--- src/rtl/sst_pkg.sv ---
// sst_pkg: shared types and constants for the sorted set table
// request and result payloads, operation codes, controller states and command/status groups
// no dependencies
package sst_pkg;

    localparam int FUNC_W  = 2;
    localparam int KEY_IN_W = 32;
    localparam int COUNT_W = 5;
    localparam int ELEM_W  = 32;

    typedef enum logic [FUNC_W-1:0] {
        FUNC_INSERT = 2'd0,
        FUNC_REMOVE = 2'd1,
        FUNC_QUERY  = 2'd2,
        FUNC_LIST   = 2'd3
    } t_func;

    typedef struct packed {
        t_func               func;
        logic [KEY_IN_W-1:0] key;
    } t_in_req;

    typedef struct packed {
        logic               found;
        logic [COUNT_W-1:0] count;
        logic               full_error;
        logic [ELEM_W-1:0]  element;
        logic               element_valid;
        logic               last;
    } t_out_res;

    typedef enum logic [1:0] {
        ST_IDLE,
        ST_CMP,
        ST_EXEC,
        ST_LIST
    } t_state;

    // controller to datapath
    typedef struct packed {
        logic capture;
        logic compare;
        logic exec;
        logic list_step;
    } t_cmd;

    // datapath to controller
    typedef struct packed {
        t_func func;
        logic  out_free;
        logic  list_empty;
        logic  list_last;
    } t_status;

endpackage

--- src/rtl/sst_ctrl.sv ---
// sst_ctrl: sequencing state machine for the sorted set table
// drives capture, compare, update and list steps of sst_datapath
// depends on sst_pkg
module sst_ctrl (
    input  logic             i_clk,
    input  logic             i_rst_n,
    input  logic             i_in_valid,
    output logic             o_in_ready,
    input  sst_pkg::t_status i_status,
    output sst_pkg::t_cmd    o_cmd
);

    sst_pkg::t_state r_state;
    sst_pkg::t_state n_state;

    always_ff @(posedge i_clk) begin
        if (!i_rst_n) begin
            r_state <= sst_pkg::ST_IDLE;
        end else begin
            r_state <= n_state;
        end
    end

    always_comb begin
        n_state    = r_state;
        o_cmd      = '0;
        o_in_ready = 1'b0;
        case (r_state)
            sst_pkg::ST_IDLE: begin
                o_in_ready = 1'b1;
                if (i_in_valid) begin
                    n_state = sst_pkg::ST_CMP;
                end
            end
            sst_pkg::ST_CMP: begin
                o_cmd.compare = 1'b1;
                n_state       = sst_pkg::ST_EXEC;
            end
            sst_pkg::ST_EXEC: begin
                if (i_status.out_free) begin
                    if (i_status.func == sst_pkg::FUNC_LIST && !i_status.list_empty) begin
                        n_state = sst_pkg::ST_LIST;
                    end else begin
                        // finish this request and take the next in the same cycle
                        o_cmd.exec = 1'b1;
                        o_in_ready = 1'b1;
                        n_state    = i_in_valid ? sst_pkg::ST_CMP : sst_pkg::ST_IDLE;
                    end
                end
            end
            sst_pkg::ST_LIST: begin
                if (i_status.out_free) begin
                    o_cmd.list_step = 1'b1;
                    if (i_status.list_last) begin
                        n_state = sst_pkg::ST_IDLE;
                    end
                end
            end
            default: begin
                n_state = sst_pkg::ST_IDLE;
            end
        endcase
        o_cmd.capture = o_in_ready && i_in_valid;
    end

endmodule

--- src/rtl/sst_datapath.sv ---
// sst_datapath: register row of sorted keys, parallel compare, shift and rotate
// plus the result register feeding the output channel
// depends on sst_pkg
module sst_datapath #(
    parameter int CAPACITY  = 16,
    parameter int KEY_WIDTH = 32
) (
    input  logic              i_clk,
    input  logic              i_rst_n,
    input  sst_pkg::t_in_req  i_in_data,
    input  logic              i_out_ready,
    output logic              o_out_valid,
    output sst_pkg::t_out_res o_out_data,
    input  sst_pkg::t_cmd     i_cmd,
    output sst_pkg::t_status  o_status
);

    localparam int CW = $clog2(CAPACITY + 1);
    localparam int IW = $clog2(CAPACITY);

    logic [KEY_WIDTH-1:0] r_keys [CAPACITY];
    logic [KEY_WIDTH-1:0] n_keys [CAPACITY];
    logic [KEY_WIDTH-1:0] w_ins  [CAPACITY];
    logic [KEY_WIDTH-1:0] w_rem  [CAPACITY];
    logic [KEY_WIDTH-1:0] w_rot  [CAPACITY];

    logic [CW-1:0]        r_count;
    logic [CW-1:0]        n_count;
    sst_pkg::t_func       r_func;
    logic [KEY_WIDTH-1:0] r_key;
    logic [CAPACITY-1:0]  r_lt;
    logic [CAPACITY-1:0]  w_lt;
    logic [CAPACITY-1:0]  w_eq;
    logic                 r_found;
    logic [IW-1:0]        r_list_idx;
    logic                 r_out_valid;
    sst_pkg::t_out_res    r_out;

    logic w_full;
    logic w_do_insert;
    logic w_do_remove;
    logic w_list_last;
    logic w_out_free;

    // per-cell compare against the held key
    genvar g;
    generate
        for (g = 0; g < CAPACITY; g++) begin : g_cell
            assign w_lt[g] = (CW'(g) < r_count) && (r_keys[g] < r_key);
            assign w_eq[g] = (CW'(g) < r_count) && (r_keys[g] == r_key);

            if (g == 0) begin : g_first
                assign w_ins[g] = r_lt[g] ? r_keys[g] : r_key;
            end else begin : g_rest
                assign w_ins[g] = r_lt[g] ? r_keys[g] : (r_lt[g-1] ? r_key : r_keys[g-1]);
            end

            if (g < CAPACITY - 1) begin : g_shift
                assign w_rem[g] = r_lt[g] ? r_keys[g] : r_keys[g+1];
                assign w_rot[g] = (CW'(g + 1) == r_count) ? r_keys[0] : r_keys[g+1];
            end else begin : g_end
                assign w_rem[g] = r_keys[g];
                assign w_rot[g] = r_keys[0];
            end
        end
    endgenerate

    assign w_full      = (r_count == CW'(CAPACITY));
    assign w_do_insert = (r_func == sst_pkg::FUNC_INSERT) && !r_found && !w_full;
    assign w_do_remove = (r_func == sst_pkg::FUNC_REMOVE) && r_found;
    assign w_list_last = ((CW'(r_list_idx) + CW'(1)) == r_count);
    assign w_out_free  = !r_out_valid || i_out_ready;

    always_comb begin
        n_keys  = r_keys;
        n_count = r_count;
        if (i_cmd.exec && w_do_insert) begin
            n_keys  = w_ins;
            n_count = r_count + CW'(1);
        end else if (i_cmd.exec && w_do_remove) begin
            n_keys  = w_rem;
            n_count = r_count - CW'(1);
        end else if (i_cmd.list_step) begin
            n_keys  = w_rot;
        end
    end

    always_ff @(posedge i_clk) begin
        if (!i_rst_n) begin
            r_count     <= '0;
            r_out_valid <= 1'b0;
        end else begin
            r_count <= n_count;
            if (i_cmd.exec || i_cmd.list_step) begin
                r_out_valid <= 1'b1;
            end else if (i_out_ready) begin
                r_out_valid <= 1'b0;
            end
        end
    end

    always_ff @(posedge i_clk) begin
        r_keys <= n_keys;
        if (i_cmd.capture) begin
            r_func     <= i_in_data.func;
            r_key      <= KEY_WIDTH'(i_in_data.key);
            r_list_idx <= '0;
        end else if (i_cmd.list_step) begin
            r_list_idx <= r_list_idx + IW'(1);
        end
        if (i_cmd.compare) begin
            r_lt    <= w_lt;
            r_found <= |w_eq;
        end
        if (i_cmd.exec) begin
            r_out.found         <= r_found && (r_func != sst_pkg::FUNC_LIST);
            r_out.count         <= (sst_pkg::COUNT_W)'(n_count);
            r_out.full_error    <= (r_func == sst_pkg::FUNC_INSERT) && !r_found && w_full;
            r_out.element       <= '0;
            r_out.element_valid <= 1'b0;
            r_out.last          <= 1'b1;
        end else if (i_cmd.list_step) begin
            r_out.found         <= 1'b0;
            r_out.count         <= (sst_pkg::COUNT_W)'(r_count);
            r_out.full_error    <= 1'b0;
            r_out.element       <= (sst_pkg::ELEM_W)'(r_keys[0]);
            r_out.element_valid <= 1'b1;
            r_out.last          <= w_list_last;
        end
    end

    assign o_out_valid         = r_out_valid;
    assign o_out_data          = r_out;
    assign o_status.func       = r_func;
    assign o_status.out_free   = w_out_free;
    assign o_status.list_empty = (r_count == '0);
    assign o_status.list_last  = w_list_last;

    a_count_only_on_exec: assert property (@(posedge i_clk) disable iff (!i_rst_n)
        !i_cmd.exec |=> $stable(r_count))
        else $error("key count moved without an update");

    a_result_needs_room: assert property (@(posedge i_clk) disable iff (!i_rst_n)
        (i_cmd.exec || i_cmd.list_step) |-> w_out_free)
        else $error("result loaded over an untaken result");

    a_list_nonempty: assert property (@(posedge i_clk) disable iff (!i_rst_n)
        i_cmd.list_step |-> (r_count != '0))
        else $error("list step on an empty set");

    a_dup_insert_keeps: assert property (@(posedge i_clk) disable iff (!i_rst_n)
        (i_cmd.exec && r_func == sst_pkg::FUNC_INSERT && r_found) |=> $stable(r_count))
        else $error("insert of a held key changed the count");

endmodule

--- src/rtl/sorted_set_table_core.sv ---
// sorted_set_table_core: top level of the sorted set table
// joins sst_ctrl and sst_datapath; depends on sst_pkg
//
// holds up to CAPACITY distinct keys of KEY_WIDTH bits in a row of registers kept in
// ascending order. insert, remove and query pass each request through a compare step,
// which checks the key against every held entry at once, and an update step, which
// shifts the row open or closed and loads the result; a following request is taken in
// the update step. list of a non-empty set emits the row head while the row rotates by
// one place, so the order is back in place after the last key; the controller then
// returns to idle, where the next request is taken. list of an empty set goes through
// the same compare and update steps and gives one result with element_valid low. a
// result waiting in the output register holds the controller in its update or list
// step, and with it the request input. keys are cut or zero extended to KEY_WIDTH bits
// on entry; count and element are cut or zero extended to the result field widths
module sorted_set_table_core #(
    parameter int CAPACITY  = 16,
    parameter int KEY_WIDTH = 32
) (
    input  logic              i_clk,
    input  logic              i_rst_n,
    // request channel
    input  logic              i_in_valid,
    output logic              o_in_ready,
    input  sst_pkg::t_in_req  i_in_data,
    // result channel
    output logic              o_out_valid,
    input  logic              i_out_ready,
    output sst_pkg::t_out_res o_out_data
);

    // command and status between the sequencer and the key row
    sst_pkg::t_cmd    w_cmd;
    sst_pkg::t_status w_status;

    sst_ctrl u_ctrl (
        .i_clk      (i_clk),
        .i_rst_n    (i_rst_n),
        .i_in_valid (i_in_valid),
        .o_in_ready (o_in_ready),
        .i_status   (w_status),
        .o_cmd      (w_cmd)
    );

    sst_datapath #(
        .CAPACITY  (CAPACITY),
        .KEY_WIDTH (KEY_WIDTH)
    ) u_datapath (
        .i_clk       (i_clk),
        .i_rst_n     (i_rst_n),
        .i_in_data   (i_in_data),
        .i_out_ready (i_out_ready),
        .o_out_valid (o_out_valid),
        .o_out_data  (o_out_data),
        .i_cmd       (w_cmd),
        .o_status    (w_status)
    );

endmodule
--- config.mk ---
export PLATFORM = sky130hd
export DESIGN_NAME = sorted_set_table_core
export DESIGN_NICKNAME = d
export VERILOG_FILES = /design/src/rtl/sst_pkg.sv /design/src/rtl/sst_ctrl.sv /design/src/rtl/sst_datapath.sv /design/src/rtl/sorted_set_table_core.sv
export SDC_FILE = /design/constraint.sdc
export NUM_CORES = 2
export LEC_CHECK = 0
export ABC_CLOCK_PERIOD_IN_PS = 15200
export BUFFER_PORTS_ARGS = -buffer_cell sky130_fd_sc_hd__buf_2
export CAP_MARGIN = 20
export CORE_UTILIZATION = 25
export DETAILED_ROUTE_END_ITERATION = 12
export PLACE_DENSITY = 0.48
export RECOVER_POWER = 50
export SLEW_MARGIN = 30
export SYNTH_ARGS = -nofsm -noshare
export SYNTH_HDL_FRONTEND = slang
export SYNTH_SLANG_ARGS = --single-unit
--- constraint.sdc ---
create_clock -name i_clk -period 15.2 [get_ports i_clk]
set_input_delay 0.76 -clock i_clk [delete_from_list [all_inputs] [get_ports i_clk]]
set_output_delay 0.76 -clock i_clk [all_outputs]
set_load 0.05 [all_outputs]
==> impl_metrics.toml <==
[synthesis]
synth.net_count = 5558
synth_edf_count = 570
yosys_warnings = 0
ys_types = 64
syn-cell-area_um2 = 45300
syn_area_per_cell_um2 = 9.06
seq_area_frac_synth_pct = 39.8
async_flop_share_pct = 0
synthFlopType = "edfxtp_1"
ys_ff_latch = 616
synthCells = 5002

[critical_path]
cp.required_ns = 15.61
critPathMaxStageDelay_ns = 2.26
worstSetupEndpointType = "register"
cpMostUsedCell = "clkbuf_1"
cp_cell_sequence = "inv_1 > ha_1 > or4b_1 > a311oi_4 > clkbuf_1 > nand2_8 > clkbuf_1 > buf_12 > buf_16 > a211oi_1 > a31oi_1"
criticalPathCategory = "register to register"
start_kind = "register"
slowest_stage = "clkbuf_1"
cp.arrival_ns = 9.85
crit_path_max_fanout = 127

[final_layout]
nets = 5432
n_antenna_cell = 0
stdcell_count = 7290
area_growth_pct = 12.4
drive_gt1_share_pct = 6.61

[clock_network]
numCtsBuffers = 79
max-clock-path-buffers = 3
postCtsSetupBuffers = 0
cts-root-buf = "clkbuf_16"
cts_sinks = 616
cts_tree = "yes"
cts_hold_buf = 0
cts_resized = 0
cts.clk_slew.worst_paths_ns = 0.06
clk-insertion-delay-late_ns = 0.71
htree_levels = 3

[drt]
vias = 40500
drt_pre_antenna_iters = 10
antenna_left = 0
routed_wirelength_um = 191000
wl_per_cell_um = 26.2
via_per_inst = 5.56
post-route-drc-count = 0
drt_iter0_markers = 4521

[timing]
skew_ns = 0.0321
report.final.slew_viol_count = 596
fin_tns_setup_ns = 0
hold_viol = 0
fmax_mhz = 106
tightest_slew_ns = 5.74
whs_ns = 0.225
relSlewSlack_pct = -283
finalSetupViolations = 0
post-route-min-period_ns = 9.43
rsz0062_at_grt = "no"
fin_crit_sh_pct = 62.1

[floorplan]
rows = 155
coreArea_um2 = 179000
die_w_um = 428
ios = 81
die_y_um = 428
floorplan.initialDensity_pct = 25.3
dieArea_um2 = 183000

[grt]
grt_pass1_wl_um = 277000
antenna_found_initial = 6
grt_overflow_total = 0
grt_start_max_net_pins = 235
grt_pass1_vias = 38900
grt_usage_pct = 20.3

[pwr]
power_mw = 4.53
p_leak_nw = 18.6
peakVddDrop_mv = 0.0695
p_per_area_nw_per_um2 = 89.0

[placement]
port-buffer-count = 80
dp_hpwl_um = 133000
numPlacedInstances = 7142
gp_congestion = 0.887

[status]
status = "finished with violations"
violations = "capacitance limit, slew limit"

[job]
max_cap_viol_count = 20

[min_path]
hold_class = "input port to register"
==> Yosys cell counts (all sizes together) (8+ instances only) <==
cell type  instances  area (um2)
a222oi            32         320
a211oi           436        3270
nor2b            438        2740
nor3              27         135
nor4              14        87.6
o21ai            151         756
a31oi            428        2680
ha               518        6480
nand3             82         410
inv               97         364
nand2           1025        3850
buf               43         221
mux2i             34         344
xnor2              8        70.1
edfxtp           570       17100
and4               8        70.1
clkbuf           416        1560
and2              10        62.6
o211a             18         180
o21a              15         113
or3               15        93.8
nand4            100         626
a21o              77         578
a2111oi           18         158
and3              15        93.8
o221ai             9        78.8
nand2b             8        50.1
nor2              79         297
a21oi            184         921
dfxtp             46         921
o211ai            19         143
==> cell families (layout without fill, tap and decap cells) <==
group / Yosys count / count (layout) / share of synthesized area (%)
AND/OR/NAND/NOR: 1836 / 1836 / 19.0
AO/OA/AOI/OAI: 1431 / 1431 / 21.1
multiplexers: 34 / 34 / 0.759
flip-flops: 616 / 616 / 39.8
buffers and inverters: 556 / 489 / 4.74
adder cells (fa/ha/maj): 518 / 518 / 14.3
XOR/XNOR: 11 / 11 / 0.213
==> cells in the final DEF, fill, tap and decap left out, drive strengths merged, types with 27 or more instances in the layout <==
| master | n |
|---|---|
| nor3 | 27 |
| nor2 | 79 |
| buf | 184 |
| edfxtp | 570 |
| nand3 | 82 |
| inv | 103 |
| a211oi | 436 |
| a21o | 77 |
| nand4 | 100 |
| nand2 | 1025 |
| a21oi | 184 |
| o21ai | 151 |
| ha | 518 |
| a31oi | 428 |
| a222oi | 32 |
| mux2i | 34 |
| dfxtp | 46 |
| nor2b | 438 |
| clkbuf | 179 |
==> registers in the layout, indices dropped and copies added (netlist names) <==
signal,cells
u_datapath.o_out_valid,1
u_ctrl.r_state,2
u_datapath.r_key,32
u_datapath.r_list_idx,4
u_datapath.r_count,5
u_datapath.r_found,1
u_datapath.r_keys,512
u_datapath.r_lt,16
u_datapath.r_func,2
u_datapath.o_out_data,41
==> area by class of cell <==
class / instances / area, um2
fill: 19100 / 128000
multi-input combinational: 3830 / 25300
sequential: 616 / 18000
tap: 2355 / 2950
clock buffer: 111 / 2220
timing repair buffer: 252 / 1820
inverter: 97 / 364
clock inverter: 29 / 238
==> worst max-delay path, delay by kind of cell, from the launching register on <==
kind | cells | cell delay (ns)
buffers and inverters | 5 | 5.60
AOI/OAI and AO/OA | 3 | 0.74
adders and majority gates | 1 | 0.37
and+or+nand+nor | 2 | 1.68
DFF | 1 | 0.47
==> layer usage <==
layer  share of wire (%)  GRT usage, %
met5               0.010             0
met4                 2.9          5.71
met3                 8.1          3.29
met2                  42          29.6
met1                  47          30.4
==> through the flow <==
step / cell area [um2] / util, % / setup WS (ns)
final: 50900 / 28.4 / 5.77
after global routing: 50900 / 28.4 / 5.32
after CTS: 51300 / 28.6 / 10.05
after detailed placement: 48800 / 27.2 / 10.06
after global placement: 48300 / 26.9 / 10.23
after floorplan: 45300 / - / 10.08
==> final timing paths <==
path	slack (ns)	endpoint	depth (start not counted)	start
setup / recovery	5.77	u_datapath.r_keys[37]	11	u_datapath.r_count[1]
hold / removal	0.23	u_datapath.r_key[4]	1	i_in_data[4]
setup reg to reg	5.77	u_datapath.r_keys[37]	11	u_datapath.r_count[1]
hold reg to reg	0.46	u_datapath.o_out_data[13]	2	u_datapath.o_out_data[13]
==> report_power, final <==
part           switching [mW]  leakage, nW  internal (mW)
registers              0.0617         5.55           1.91
logic                   0.465         11.9          0.203
clock network           0.840         1.21           1.05
Power figures use the tool's default switching activity.
